<file path="src/design/dttl_pkg.sv">
// Package for the DNS TTL ageing rewriter: parse phases, status codes,
// field lengths and the structures passed between the parser and the queue.
// No dependencies.
package dttl_pkg;

    // Parse phase of the message walker
    typedef enum logic [3:0] {
        PH_HEADER   = 4'd0,
        PH_NAME     = 4'd1,
        PH_NAME_PTR = 4'd2,
        PH_QTAIL    = 4'd3,
        PH_FIXED    = 4'd4,
        PH_RDATA    = 4'd5,
        PH_DONE     = 4'd6
    } phase_t;

    // Message status reported with the final word
    typedef enum logic [1:0] {
        ST_FRESH     = 2'd0,
        ST_EXPIRED   = 2'd1,
        ST_MALFORMED = 2'd2
    } status_t;

    // Wire format lengths and codes
    localparam logic [3:0]  HEADER_LEN  = 4'd12;
    localparam logic [3:0]  FIXED_LEN   = 4'd10;
    localparam logic [3:0]  QTAIL_LEN   = 4'd4;
    localparam logic [3:0]  TTL_LAST    = 4'd7;
    localparam logic [3:0]  RDLEN_FIRST = 4'd8;
    localparam logic [7:0]  LABEL_LIMIT = 8'd64;
    localparam logic [1:0]  PTR_TAG     = 2'b11;
    localparam logic [15:0] TYPE_OPT    = 16'd41;

    // Most words one input word can cause
    localparam int MAX_RUN = 4;

    // Default depth of the result queue (power of two, at least 8)
    localparam int OUTQ_DEPTH_DEF = 8;

    // One input word as held in the input register
    typedef struct packed {
        logic [7:0]  pkt_byte;
        logic        pkt_last;
        logic [31:0] stored_time;
        logic [31:0] current_time;
    } item_t;

    // Up to four result bytes produced by one input word
    typedef struct packed {
        logic [2:0]      count;
        logic [3:0][7:0] bytes;
        logic            msg_last;
        status_t         status;
    } bundle_t;

    // One queued result word
    typedef struct packed {
        logic [7:0] out_byte;
        logic       run_end;
        logic       message_end;
        status_t    message_status;
    } word_t;

endpackage

</file>
<file path="src/design/dttl_in_if.sv">
// Input channel of the DNS TTL ageing rewriter: valid/ready plus one message byte
// with its end marker and the two timestamps. No dependencies.
interface dttl_in_if;
    logic        valid;
    logic        ready;
    logic [7:0]  pkt_byte;
    logic        pkt_last;
    logic [31:0] stored_time;
    logic [31:0] current_time;

    modport source (output valid, output pkt_byte, output pkt_last,
                    output stored_time, output current_time, input ready);
    modport sink   (input valid, input pkt_byte, input pkt_last,
                    input stored_time, input current_time, output ready);
endinterface

</file>
<file path="src/design/dttl_out_if.sv">
// Result channel of the DNS TTL ageing rewriter: valid/ready plus one output
// byte with run and message markers and the message status. No dependencies.
interface dttl_out_if;
    logic       valid;
    logic       ready;
    logic [7:0] out_byte;
    logic       run_end;
    logic       message_end;
    logic [1:0] message_status;

    modport source (output valid, output out_byte, output run_end,
                    output message_end, output message_status, input ready);
    modport sink   (input valid, input out_byte, input run_end,
                    input message_end, input message_status, output ready);
endinterface

</file>
<file path="src/design/dttl_parse.sv">
// Input register and message walker: tracks header counts, names, fixed fields
// and rdata, ages TTLs and emits up to four bytes per word. Uses dttl_pkg.
module dttl_parse (
    input  logic             clk,
    input  logic             rst_n,
    input  logic             in_valid,
    input  dttl_pkg::item_t  in_item,
    output logic             in_ready,
    input  logic             space_ok,
    output dttl_pkg::bundle_t bundle
);
    import dttl_pkg::*;

    typedef struct packed {
        phase_t     phase;
        logic       in_q;
        logic [1:0] sec;
    } entry_t;

    // Pick the next question or record, skipping empty sections
    function automatic entry_t next_entry(input logic in_q, input logic [15:0] q_left,
                                          input logic [15:0] an_left,
                                          input logic [15:0] ns_left,
                                          input logic [15:0] ar_left,
                                          input logic [1:0] sec);
        entry_t      e;
        logic        found;
        logic [15:0] cnt;
        e.phase = PH_DONE;
        e.in_q  = in_q;
        e.sec   = sec;
        found   = 1'b0;
        cnt     = '0;
        if (in_q && q_left != 16'd0)
        begin
            e.phase = PH_NAME;
            found   = 1'b1;
        end
        else
        begin
            if (in_q)
            begin
                e.in_q = 1'b0;
                e.sec  = 2'd0;
            end
            for (int i = 0; i < 3; i++)
            begin
                if (!found)
                begin
                    cnt = (e.sec == 2'd0) ? an_left : (e.sec == 2'd1) ? ns_left : ar_left;
                    if (cnt != 16'd0)
                    begin
                        e.phase = PH_NAME;
                        found   = 1'b1;
                    end
                    else if (e.sec >= 2'd2)
                    begin
                        e.phase = PH_DONE;
                        found   = 1'b1;
                    end
                    else
                    begin
                        e.sec = e.sec + 2'd1;
                    end
                end
            end
        end
        return e;
    endfunction

    item_t       item_reg;
    logic        item_valid_reg;
    logic        fire;

    phase_t      phase_reg, phase_next;
    logic [3:0]  fo_reg, fo_next;
    logic        in_q_reg, in_q_next;
    logic [15:0] q_reg, q_next;
    logic [15:0] an_reg, an_next;
    logic [15:0] ns_reg, ns_next;
    logic [15:0] ar_reg, ar_next;
    logic [1:0]  sec_reg, sec_next;
    logic [5:0]  label_reg, label_next;
    logic [15:0] rdata_reg, rdata_next;
    logic [15:0] type_reg, type_next;
    logic [31:0] ttl_reg, ttl_next;
    logic [31:0] elapsed_reg, elapsed_next;
    logic        expired_reg, expired_next;
    logic        malformed_reg, malformed_next;

    logic [7:0]  b;
    logic [31:0] elapsed_calc;
    logic [31:0] ttl_shift;
    logic        ttl_expire;
    logic [31:0] ttl_aged;
    logic        do_next;
    logic        rec_done;
    entry_t      ent;

    // Input register: refills whenever the held word moves on
    assign fire     = item_valid_reg && space_ok;
    assign in_ready = !item_valid_reg || space_ok;

    always_ff @(posedge clk or negedge rst_n)
    begin
        if (!rst_n)
        begin
            item_valid_reg <= 1'b0;
        end
        else if (in_valid && in_ready)
        begin
            item_valid_reg <= 1'b1;
        end
        else if (fire)
        begin
            item_valid_reg <= 1'b0;
        end
    end

    always_ff @(posedge clk)
    begin
        if (in_valid && in_ready)
        begin
            item_reg <= in_item;
        end
    end

    // Datapath terms: elapsed time and TTL ageing
    assign b            = item_reg.pkt_byte;
    assign elapsed_calc = (item_reg.current_time > item_reg.stored_time)
                          ? item_reg.current_time - item_reg.stored_time : 32'd0;
    assign ttl_shift    = {ttl_reg[23:0], b};
    assign ttl_expire   = (ttl_shift <= 32'd1) || (elapsed_reg >= ttl_shift);
    assign ttl_aged     = ttl_expire ? 32'd1 : ttl_shift - elapsed_reg;

    // Walker next state and emitted bytes
    always_comb
    begin
        phase_next     = phase_reg;
        fo_next        = fo_reg;
        in_q_next      = in_q_reg;
        q_next         = q_reg;
        an_next        = an_reg;
        ns_next        = ns_reg;
        ar_next        = ar_reg;
        sec_next       = sec_reg;
        label_next     = label_reg;
        rdata_next     = rdata_reg;
        type_next      = type_reg;
        ttl_next       = ttl_reg;
        elapsed_next   = elapsed_reg;
        expired_next   = expired_reg;
        malformed_next = malformed_reg;
        do_next        = 1'b0;
        rec_done       = 1'b0;
        ent            = '{phase: PH_HEADER, in_q: 1'b0, sec: 2'd0};
        bundle         = '0;

        if (fire)
        begin
            bundle.bytes[0] = b;
            bundle.count    = 3'd1;
            unique case (phase_reg)
                PH_HEADER:
                begin
                    if (fo_reg == 4'd0)
                    begin
                        elapsed_next = elapsed_calc;
                        q_next       = '0;
                        an_next      = '0;
                        ns_next      = '0;
                        ar_next      = '0;
                    end
                    case (fo_reg) inside
                        4'd4, 4'd5:   q_next  = {q_next[7:0], b};
                        4'd6, 4'd7:   an_next = {an_next[7:0], b};
                        4'd8, 4'd9:   ns_next = {ns_next[7:0], b};
                        4'd10, 4'd11: ar_next = {ar_next[7:0], b};
                        default:      ;
                    endcase
                    fo_next = fo_reg + 4'd1;
                    if (fo_next >= HEADER_LEN)
                    begin
                        in_q_next = 1'b1;
                        sec_next  = 2'd0;
                        do_next   = 1'b1;
                    end
                end
                PH_NAME:
                begin
                    if (label_reg != 6'd0)
                    begin
                        label_next = label_reg - 6'd1;
                    end
                    else if (b == 8'd0)
                    begin
                        fo_next    = 4'd0;
                        phase_next = in_q_reg ? PH_QTAIL : PH_FIXED;
                    end
                    else if (b < LABEL_LIMIT)
                    begin
                        label_next = b[5:0];
                    end
                    else if (b[7:6] == PTR_TAG)
                    begin
                        phase_next = PH_NAME_PTR;
                    end
                    else
                    begin
                        malformed_next = 1'b1;
                        phase_next     = PH_DONE;
                    end
                end
                PH_NAME_PTR:
                begin
                    fo_next    = 4'd0;
                    phase_next = in_q_reg ? PH_QTAIL : PH_FIXED;
                end
                PH_QTAIL:
                begin
                    fo_next = fo_reg + 4'd1;
                    if (fo_next >= QTAIL_LEN)
                    begin
                        q_next  = q_reg - 16'd1;
                        do_next = 1'b1;
                    end
                end
                PH_FIXED:
                begin
                    case (fo_reg) inside
                        4'd0, 4'd1:
                        begin
                            type_next = {type_reg[7:0], b};
                        end
                        4'd4, 4'd5, 4'd6, 4'd7:
                        begin
                            // TTL bytes are held; the fourth releases all four
                            ttl_next     = ttl_shift;
                            bundle.count = 3'd0;
                            if (fo_reg == TTL_LAST)
                            begin
                                if (type_reg != TYPE_OPT)
                                begin
                                    ttl_next = ttl_aged;
                                    if (ttl_expire && sec_reg == 2'd0)
                                    begin
                                        expired_next = 1'b1;
                                    end
                                end
                                bundle.bytes = {ttl_next[7:0], ttl_next[15:8],
                                                ttl_next[23:16], ttl_next[31:24]};
                                bundle.count = 3'd4;
                            end
                        end
                        default:
                        begin
                            if (fo_reg >= RDLEN_FIRST)
                            begin
                                rdata_next = {rdata_reg[7:0], b};
                            end
                        end
                    endcase
                    fo_next = fo_reg + 4'd1;
                    if (fo_next >= FIXED_LEN)
                    begin
                        fo_next = 4'd0;
                        if (rdata_next == 16'd0)
                        begin
                            rec_done = 1'b1;
                        end
                        else
                        begin
                            phase_next = PH_RDATA;
                        end
                    end
                end
                PH_RDATA:
                begin
                    rdata_next = rdata_reg - 16'd1;
                    if (rdata_next == 16'd0)
                    begin
                        rec_done = 1'b1;
                    end
                end
                default: ;
            endcase

            // Record finished: count it off its section
            if (rec_done)
            begin
                case (sec_reg)
                    2'd0:    an_next = an_reg - 16'd1;
                    2'd1:    ns_next = ns_reg - 16'd1;
                    default: ar_next = ar_reg - 16'd1;
                endcase
                do_next = 1'b1;
            end

            if (do_next)
            begin
                ent        = next_entry(in_q_next, q_next, an_next, ns_next, ar_next, sec_next);
                phase_next = ent.phase;
                in_q_next  = ent.in_q;
                sec_next   = ent.sec;
                fo_next    = 4'd0;
                label_next = 6'd0;
            end

            // Final byte: flush held TTL bytes, settle status, return to reset state
            if (item_reg.pkt_last)
            begin
                if (phase_next == PH_FIXED)
                begin
                    case (fo_next)
                        4'd5:
                        begin
                            bundle.bytes[0] = ttl_next[7:0];
                            bundle.bytes[1] = b;
                            bundle.count    = 3'd2;
                        end
                        4'd6:
                        begin
                            bundle.bytes[0] = ttl_next[15:8];
                            bundle.bytes[1] = ttl_next[7:0];
                            bundle.bytes[2] = b;
                            bundle.count    = 3'd3;
                        end
                        4'd7:
                        begin
                            bundle.bytes[0] = ttl_next[23:16];
                            bundle.bytes[1] = ttl_next[15:8];
                            bundle.bytes[2] = ttl_next[7:0];
                            bundle.bytes[3] = b;
                            bundle.count    = 3'd4;
                        end
                        default: ;
                    endcase
                end
                if (phase_next != PH_DONE)
                begin
                    malformed_next = 1'b1;
                end
                bundle.msg_last = 1'b1;
                bundle.status   = malformed_next ? ST_MALFORMED :
                                  expired_next   ? ST_EXPIRED   : ST_FRESH;

                phase_next     = PH_HEADER;
                fo_next        = 4'd0;
                in_q_next      = 1'b1;
                q_next         = '0;
                an_next        = '0;
                ns_next        = '0;
                ar_next        = '0;
                sec_next       = 2'd0;
                label_next     = 6'd0;
                rdata_next     = '0;
                type_next      = '0;
                ttl_next       = '0;
                elapsed_next   = '0;
                expired_next   = 1'b0;
                malformed_next = 1'b0;
            end
        end
    end

    // Walker state
    always_ff @(posedge clk or negedge rst_n)
    begin
        if (!rst_n)
        begin
            phase_reg     <= PH_HEADER;
            fo_reg        <= 4'd0;
            in_q_reg      <= 1'b1;
            q_reg         <= '0;
            an_reg        <= '0;
            ns_reg        <= '0;
            ar_reg        <= '0;
            sec_reg       <= 2'd0;
            label_reg     <= 6'd0;
            rdata_reg     <= '0;
            type_reg      <= '0;
            ttl_reg       <= '0;
            elapsed_reg   <= '0;
            expired_reg   <= 1'b0;
            malformed_reg <= 1'b0;
        end
        else
        begin
            phase_reg     <= phase_next;
            fo_reg        <= fo_next;
            in_q_reg      <= in_q_next;
            q_reg         <= q_next;
            an_reg        <= an_next;
            ns_reg        <= ns_next;
            ar_reg        <= ar_next;
            sec_reg       <= sec_next;
            label_reg     <= label_next;
            rdata_reg     <= rdata_next;
            type_reg      <= type_next;
            ttl_reg       <= ttl_next;
            elapsed_reg   <= elapsed_next;
            expired_reg   <= expired_next;
            malformed_reg <= malformed_next;
        end
    end

    // A final byte always leaves the walker back at the start of a header
    assert property (@(posedge clk) disable iff (!rst_n)
        fire && item_reg.pkt_last |=> phase_reg == PH_HEADER && fo_reg == 4'd0 && in_q_reg)
        else $error("walker not returned to header after final byte");

    // Header bytes pass straight through, one word each
    assert property (@(posedge clk) disable iff (!rst_n)
        fire && phase_reg == PH_HEADER |-> bundle.count == 3'd1)
        else $error("header byte did not emit exactly one word");

    // Four-word runs only come from a completed TTL or a flush at the final byte
    assert property (@(posedge clk) disable iff (!rst_n)
        bundle.count == 3'd4 |-> phase_reg == PH_FIXED
            && (fo_reg == TTL_LAST || (fo_reg == 4'd6 && item_reg.pkt_last)))
        else $error("four-word run outside TTL release or flush");

    // A status other than fresh only goes out with the message end
    assert property (@(posedge clk) disable iff (!rst_n)
        bundle.status != ST_FRESH |-> bundle.msg_last && bundle.count != 3'd0)
        else $error("status raised away from message end");

endmodule

</file>
<file path="src/design/dttl_outq.sv">
// Result queue: takes up to four words per cycle from the walker and hands
// them out one per cycle while the result channel is ready. Uses dttl_pkg, dttl_out_if.
module dttl_outq #(
    parameter int DEPTH = dttl_pkg::OUTQ_DEPTH_DEF
) (
    input  logic              clk,
    input  logic              rst_n,
    input  dttl_pkg::bundle_t bundle,
    output logic              space_ok,
    dttl_out_if.source        res
);
    import dttl_pkg::*;

    localparam int PTR_W = $clog2(DEPTH);
    localparam int CNT_W = $clog2(DEPTH + 1);

    word_t             mem [DEPTH];
    word_t             wr_word [MAX_RUN];
    logic [PTR_W-1:0]  wr_ptr_reg, wr_ptr_next;
    logic [PTR_W-1:0]  rd_ptr_reg, rd_ptr_next;
    logic [CNT_W-1:0]  count_reg, count_next;
    logic              pop;
    word_t             head;

    // Room for a full run is judged on the registered fill level
    assign space_ok = count_reg <= CNT_W'(DEPTH - MAX_RUN);
    assign pop      = res.valid && res.ready;

    // Build the words of this run; only the last one carries run markers
    always_comb
    begin
        for (int k = 0; k < MAX_RUN; k++)
        begin
            wr_word[k].out_byte       = bundle.bytes[k];
            wr_word[k].run_end        = (bundle.count == 3'(k + 1));
            wr_word[k].message_end    = wr_word[k].run_end && bundle.msg_last;
            wr_word[k].message_status = wr_word[k].message_end ? bundle.status : ST_FRESH;
        end
    end

    // Pointers and fill level
    always_comb
    begin
        wr_ptr_next = wr_ptr_reg + PTR_W'(bundle.count);
        rd_ptr_next = rd_ptr_reg + PTR_W'(pop);
        count_next  = count_reg + CNT_W'(bundle.count) - CNT_W'(pop);
    end

    always_ff @(posedge clk or negedge rst_n)
    begin
        if (!rst_n)
        begin
            wr_ptr_reg <= '0;
            rd_ptr_reg <= '0;
            count_reg  <= '0;
        end
        else
        begin
            wr_ptr_reg <= wr_ptr_next;
            rd_ptr_reg <= rd_ptr_next;
            count_reg  <= count_next;
        end
    end

    // Word storage
    always_ff @(posedge clk)
    begin
        for (int k = 0; k < MAX_RUN; k++)
        begin
            if (3'(k) < bundle.count)
            begin
                mem[wr_ptr_reg + PTR_W'(k)] <= wr_word[k];
            end
        end
    end

    // Head of queue drives the channel
    assign head               = mem[rd_ptr_reg];
    assign res.valid          = count_reg != '0;
    assign res.out_byte       = head.out_byte;
    assign res.run_end        = head.run_end;
    assign res.message_end    = head.message_end;
    assign res.message_status = head.message_status;

    // Fill level never passes the depth
    assert property (@(posedge clk) disable iff (!rst_n)
        count_reg <= CNT_W'(DEPTH))
        else $error("result queue overflow");

    // The walker only writes when a full run fits
    assert property (@(posedge clk) disable iff (!rst_n)
        bundle.count != 3'd0 |-> space_ok)
        else $error("run written without room");

    // Fill level tracks writes and reads
    assert property (@(posedge clk) disable iff (!rst_n)
        1'b1 |=> count_reg == $past(count_reg) + CNT_W'($past(bundle.count))
                              - CNT_W'($past(pop)))
        else $error("fill level out of step");

    // A message end word always closes its run
    assert property (@(posedge clk) disable iff (!rst_n)
        res.valid && res.message_end |-> res.run_end)
        else $error("message end without run end");

endmodule

</file>
<file path="src/design/dns_record_ttl_aging_rewriter.sv">
// DNS record TTL ageing rewriter, top level. Depends on dttl_pkg, dttl_in_if,
// dttl_out_if, dttl_parse and dttl_outq.
//
// Takes a cached DNS message one byte a word and passes it through, replacing
// the TTL of each resource record by its aged value (OPT records untouched).
// One input word is accepted per cycle while pkt.ready is high, back to back;
// an accepted byte goes through the input register, then the result queue. The
// three leading TTL bytes of a record give no word; the fourth gives a run of
// four. A final byte that cuts a TTL short gives the held bytes and itself as one
// run. pkt.ready falls only while the result queue (OUTQ_DEPTH words, a power of
// two of at least 8) has fewer than four free entries, so input stalls only when
// the result side is stalled. message_status is valid on the message_end word.
module dns_record_ttl_aging_rewriter #(
    parameter int OUTQ_DEPTH = dttl_pkg::OUTQ_DEPTH_DEF
) (
    input  logic       clk,
    input  logic       rst_n,
    dttl_in_if.sink    pkt,
    dttl_out_if.source res
);
    import dttl_pkg::*;

    item_t   pkt_item;
    bundle_t bundle;
    logic    space_ok;

    // Gather the input payload
    always_comb
    begin
        pkt_item.pkt_byte     = pkt.pkt_byte;
        pkt_item.pkt_last     = pkt.pkt_last;
        pkt_item.stored_time  = pkt.stored_time;
        pkt_item.current_time = pkt.current_time;
    end

    dttl_parse u_parse (
        .clk      (clk),
        .rst_n    (rst_n),
        .in_valid (pkt.valid),
        .in_item  (pkt_item),
        .in_ready (pkt.ready),
        .space_ok (space_ok),
        .bundle   (bundle)
    );

    dttl_outq #(
        .DEPTH (OUTQ_DEPTH)
    ) u_outq (
        .clk      (clk),
        .rst_n    (rst_n),
        .bundle   (bundle),
        .space_ok (space_ok),
        .res      (res)
    );

endmodule
</file>
<file path="src/flat_wrapper.sv">
// flat-port wrapper written by rule: the top's interface ports become plain ports
module dns_record_ttl_aging_rewriter_flat import dttl_pkg::*;
#(
    parameter int OUTQ_DEPTH = dttl_pkg::OUTQ_DEPTH_DEF
)
  (clk, rst_n, pkt_valid, pkt_pkt_byte, pkt_pkt_last, pkt_stored_time, pkt_current_time, pkt_ready, res_valid, res_out_byte, res_run_end, res_message_end, res_message_status, res_ready);
  dttl_in_if pkt_i ();
  dttl_out_if res_i ();
  input  logic clk;
  input  logic rst_n;
  input wire logic [$bits(pkt_i.valid)-1:0] pkt_valid;
  input wire logic [$bits(pkt_i.pkt_byte)-1:0] pkt_pkt_byte;
  input wire logic [$bits(pkt_i.pkt_last)-1:0] pkt_pkt_last;
  input wire logic [$bits(pkt_i.stored_time)-1:0] pkt_stored_time;
  input wire logic [$bits(pkt_i.current_time)-1:0] pkt_current_time;
  output wire logic [$bits(pkt_i.ready)-1:0] pkt_ready;
  output wire logic [$bits(res_i.valid)-1:0] res_valid;
  output wire logic [$bits(res_i.out_byte)-1:0] res_out_byte;
  output wire logic [$bits(res_i.run_end)-1:0] res_run_end;
  output wire logic [$bits(res_i.message_end)-1:0] res_message_end;
  output wire logic [$bits(res_i.message_status)-1:0] res_message_status;
  input wire logic [$bits(res_i.ready)-1:0] res_ready;
  assign pkt_i.valid = pkt_valid;
  assign pkt_i.pkt_byte = pkt_pkt_byte;
  assign pkt_i.pkt_last = pkt_pkt_last;
  assign pkt_i.stored_time = pkt_stored_time;
  assign pkt_i.current_time = pkt_current_time;
  assign pkt_ready = pkt_i.ready;
  assign res_valid = res_i.valid;
  assign res_out_byte = res_i.out_byte;
  assign res_run_end = res_i.run_end;
  assign res_message_end = res_i.message_end;
  assign res_message_status = res_i.message_status;
  assign res_i.ready = res_ready;
  dns_record_ttl_aging_rewriter #(.OUTQ_DEPTH(OUTQ_DEPTH)) u_core (.clk(clk), .rst_n(rst_n), .pkt(pkt_i), .res(res_i));
endmodule
</file>
<file path="config.mk">
export PLATFORM = sky130hd
export DESIGN_NAME = dns_record_ttl_aging_rewriter_flat
export DESIGN_NICKNAME = d
export VERILOG_FILES = /design/src/design/dttl_pkg.sv /design/src/design/dttl_in_if.sv /design/src/design/dttl_out_if.sv /design/src/design/dttl_parse.sv /design/src/design/dttl_outq.sv /design/src/design/dns_record_ttl_aging_rewriter.sv /design/src/flat_wrapper.sv
export SDC_FILE = /design/constraint.sdc
export NUM_CORES = 1
export LEC_CHECK = 0
export BUFFER_PORTS_ARGS = -buffer_cell sky130_fd_sc_hd__buf_2
export CAP_MARGIN = 20
export CORE_AREA = 3 3 295 297
export CTS_CLUSTER_SIZE = 12
export DETAILED_ROUTE_END_ITERATION = 7
export DIE_AREA = 0 0 298 300
export PLACE_DENSITY = 0.5
export RECOVER_POWER = 100
export SLEW_MARGIN = 20
export SYNTH_ARGS = -nofsm -noshare
export SYNTH_HDL_FRONTEND = slang
export SYNTH_SLANG_ARGS = --single-unit
</file>
<file path="constraint.sdc">
create_clock -name clk -period 5.8 [get_ports clk]
set_clock_uncertainty 0.05 [all_clocks]
set_input_delay 0.29 -clock clk [delete_from_list [all_inputs] [get_ports clk]]
set_output_delay 0.29 -clock clk [all_outputs]
set_load 0.005 [all_outputs]
</file>
==> run summary <==
The run finished, with violations left. The checks that failed: capacitance limit, slew limit. Dividing the synthesized area by the synthesized cell count gives 8.84 µm². Sequential cells were found to cover 38.1% of the synthesized design area. The growth of design area from synthesis to finish works out to 19.5%. The worst path in the final design needs a cycle of 5.57 ns, including I/O delays and setup.

The proportion of synthesized area in mux cells was 3.92%; the overflow left after global routing was 0. At the later pin of the worst-skew pair, clock insertion delay measures 0.59 ns. Global routing used 20.2% of the available tracks across all layers.

The congestion estimate from routability-driven global placement came to 0.931. Row generation in the floorplan step produced 107 rows. The main flop type after synthesis was sky130_fd_sc_hd__dfrtp_1.

The iteration count of the initial detailed-routing pass is 7. After detailed routing, the number of vias per cell comes to 5.66. The total area inside the core boundary comes to 84900 µm².

The run gives 89400 µm² as the overall die area. The register with the most flip-flops in the layout has 96 of them. In this run, CTS created clock tree buffers numbering 45.

The synthesized netlist devotes 26.1% of its cell area to compound gates. The routed layout has 24100 vias. Sorting the synthesized cells by area gives the leading types as sky130_fd_sc_hd__edfxtp_1 (20%), sky130_fd_sc_hd__dfrtp_1 (18%), sky130_fd_sc_hd__ha_1 (4.4%), sky130_fd_sc_hd__o21ai_0 (4.2%), sky130_fd_sc_hd__nor2_1 (4.1%). The setup-violating endpoint count in the final report is 0. The number of nets in the synthesized netlist is 3026.

The clock sink count was 351. In the layout the commonest cells are sky130_fd_sc_hd__nor2_1 (278), sky130_fd_sc_hd__nand2_1 (248), sky130_fd_sc_hd__o21ai_0 (214). Traced cell by cell, the critical path runs through inv_1 -> ha_1 -> or3b_1 -> nand2_1 -> nor2_1 -> a22oi_1 -> nand4_1 -> nor4b_1 -> o21ai_0 -> and4b_2 -> and2_1 -> nor3_2 -> mux2i_1 -> mux2_2 -> ha_1 -> mux2i_1 -> mux2i_1 -> a21oi_2 -> o31ai_4 -> buf_4 -> o21ai_2 -> and2_1. Of the post-synthesis cell area, the dominant cell type holds 20.1%.

The analysis attributes to cell leakage a power of 12.0 nW. Summing internal, switching and leakage power gives 0.0173 W. The tools report the number of hold violations in the final report as 0.

The die is 300 µm tall. At the end of the flow, the number of nets in the layout was 3256. The path type of the worst min-delay path was in2reg. During synthesis, Yosys emitted a total of 0 warnings. The count of maximum capacitance violations is 5. The tools report the final-report max-slew violation count as 227. The maximum vdd drop is 0.000477 V. Number of port buffers: 90. The tools report the residual DRC count as 0. Yosys mapped a number of flops with a built-in enable equal to 169. The number of global-route vias before repair is 23400. The cell taking the most area after synthesis was sky130_fd_sc_hd__edfxtp_1. The most frequent standard cell in the layout excluding fill and tap cells was sky130_fd_sc_hd__nor2_1. Type of the worst setup path: reg2reg.

Pin placement for this block handled 91 I/O pins. For the slack of the critical path, the log shows 0.227 ns. Entering global routing, the biggest net connects 125 pins. The peak fanout along the critical path is 9, and the power density of the placed cells is 573 nW/µm². Counting stages on the worst path, the most repeated cell is sky130_fd_sc_hd__mux2i_1.

Die span in x: 298 µm. The cell with the largest stage delay on the worst path was sky130_fd_sc_hd__dfrtp_1. For the final core utilization, the log shows 35.6%.

The adder-cell area share of the yosys netlist came out at 4.73%. The worst pin sits at a relative slew slack of -134%. The fraction of layout instances using a drive strength above 1 came out at 14.5%.

The kind of start point of the critical path is a flop. Share of the clock period used by the worst path: 96.1%. The post-synthesis async set-or-reset flop share is 51.9%, and the critical path data required time is 6.07 ns. The synthesized netlist contains 108 unique library cells.

The maximum level of the CTS H-tree was 2. After legalization and detailed placement, the total HPWL measured 67.1 mm. The first global-routing pass estimated 143 mm of wire. OpenSTA, run right after detailed placement, puts the worst setup slack at -0.0663 ns. The number of antenna violations at the first check in global routing was 2; the slew of the pin with the lowest slew margin was 3.51 ns. The synthesized design contains 351 register bits.

The initial utilization of the core area, before any placement, comes to 29.8%. The synthesized netlist devotes 3.16% of its cell area to XOR and XNOR gates. In this run the deepest clock path goes through 3 buffers.

The final layout contains routed wiring with a total length of 92.5 mm. Non-filler instance count after layout: 4269. Counting tap cells, the placed design contains a total of 4098 instances. TritonCTS built the clock tree. The fmax is 179 MHz, and the peak per-stage delay on the critical path is 0.50 ns. Data arrives at the worst endpoint at 5.84 ns. The detail route stage leaves a number of antenna-violating nets equal to 0. The largest family of logic cells by synthesized area was compound AO/OA/AOI/OAI gates.

Synthesized-area fraction occupied by and/or/nand/nor cells: 19.3%. The first routing iteration left 2148 violations. In this run the cell area of the synthesized design comes to 25300 µm². The number of standard cells after synthesis was 2856. Dividing the detail-routed wire length by the instance count gives 21.7 µm. The clock transition at the register clock pins on the worst setup and hold paths after CTS is 0.06 ns. The master cell of the clock root buffer is sky130_fd_sc_hd__clkbuf_16.

The tools report the endpoint kind of the worst setup timing path as a flop.
## report_power, final
group,switching [W],leakage [nW],internal (W)
clock network,0.00118,0.726,0.00171
registers,0.000564,4.05,0.00326
logic,0.00664,7.21,0.00394
total,0.00838,12.0,0.00891
## final timing paths
kind	startpoint	endpoint	slack [ns]	cells past startpoint
min in group asynchronous	rst_n	u_core.u_parse.an_reg[7]	1.39	2
setup / recovery	u_core.u_parse.fo_reg[1]	u_core.u_outq.mem[2][0]	0.23	22
max in group asynchronous	rst_n	u_core.u_outq.count_reg[1]	2.26	2
setup reg to reg	u_core.u_parse.fo_reg[1]	u_core.u_outq.mem[2][0]	0.23	22
hold / removal	res_ready	u_core.u_outq.rd_ptr_reg[0]	0.13	3
hold reg to reg	u_core.u_parse.elapsed_reg[30]	u_core.u_parse.elapsed_reg[30]	0.45	1
## synthesized netlist by cell type, drive strengths merged (84+ instances only)
cell,n
nor3,101
edfxtp,169
a21oi,192
clkbuf,133
nor2,284
dfrtp,181
nand3,84
inv,143
a22o,87
ha,89
o21ai,231
nand2,249
## worst max-delay path, delay by kind of cell, from the launching register on
kind,cells,cell delay [ns]
multiplexers,4,0.85
flip-flops,1,0.50
AO/OA/AOI/OAI,5,0.81
buffers and inverters,2,0.38
AND/OR/NAND/NOR,9,2.26
adder cells (fa/ha/maj),2,0.45
## metal layers
metal  routed length [µm]  part of all wire, %  track usage [%]  vias to the layer above
li1                     -                    -                -                    11300
met1                42600                   46             29.0                    11600
met2                40500                   44             31.2                     1046
met3                 6610                  7.1             3.10                      163
met4                 2730                  2.9             6.01                        0
met5                    0                    0                0                        -
## metrics by stage
stage | area, µm² | TNS, ns | hold WS, ns
after floorplan | 25300 | 0 | -0.0556
after global placement | 27900 | 0 | 0.273
after detailed placement | 27900 | -0.513 | 0.272
after CTS | 30200 | 0 | 0.0627
after global routing | 30200 | -0.00868 | 0.163
final | 30200 | 0 | 0.129
## final cells by class
type / count / area, µm²
fill: 8825 / 54700
multi-input combinational: 2203 / 14600
sequential: 351 / 9630
timing repair buffer: 341 / 2470
tap: 1144 / 1430
clock buffer: 57 / 1210
inverter: 144 / 541
clock inverter: 26 / 288
antenna: 3 / 7.51
## timing repair
action / CTS / global route
hold buffers: 75 / 0
endpoints found under the setup margin: 16 / 21
endpoints found under the hold margin: 132 / 0
setup buffers: 2 / 7
gates resized for setup: 3 / 18
pin swaps: 1 / 4
gates cloned: 0 / 1
## logic make-up after synthesis
kind of cell | count (synthesis)
simple gates | 983
flops | 351
compound gates | 969
buf+inv | 303
mux | 66
xor+xnor | 91
fa+ha+maj | 93
No activity file was read; power rests on OpenSTA's default activity.
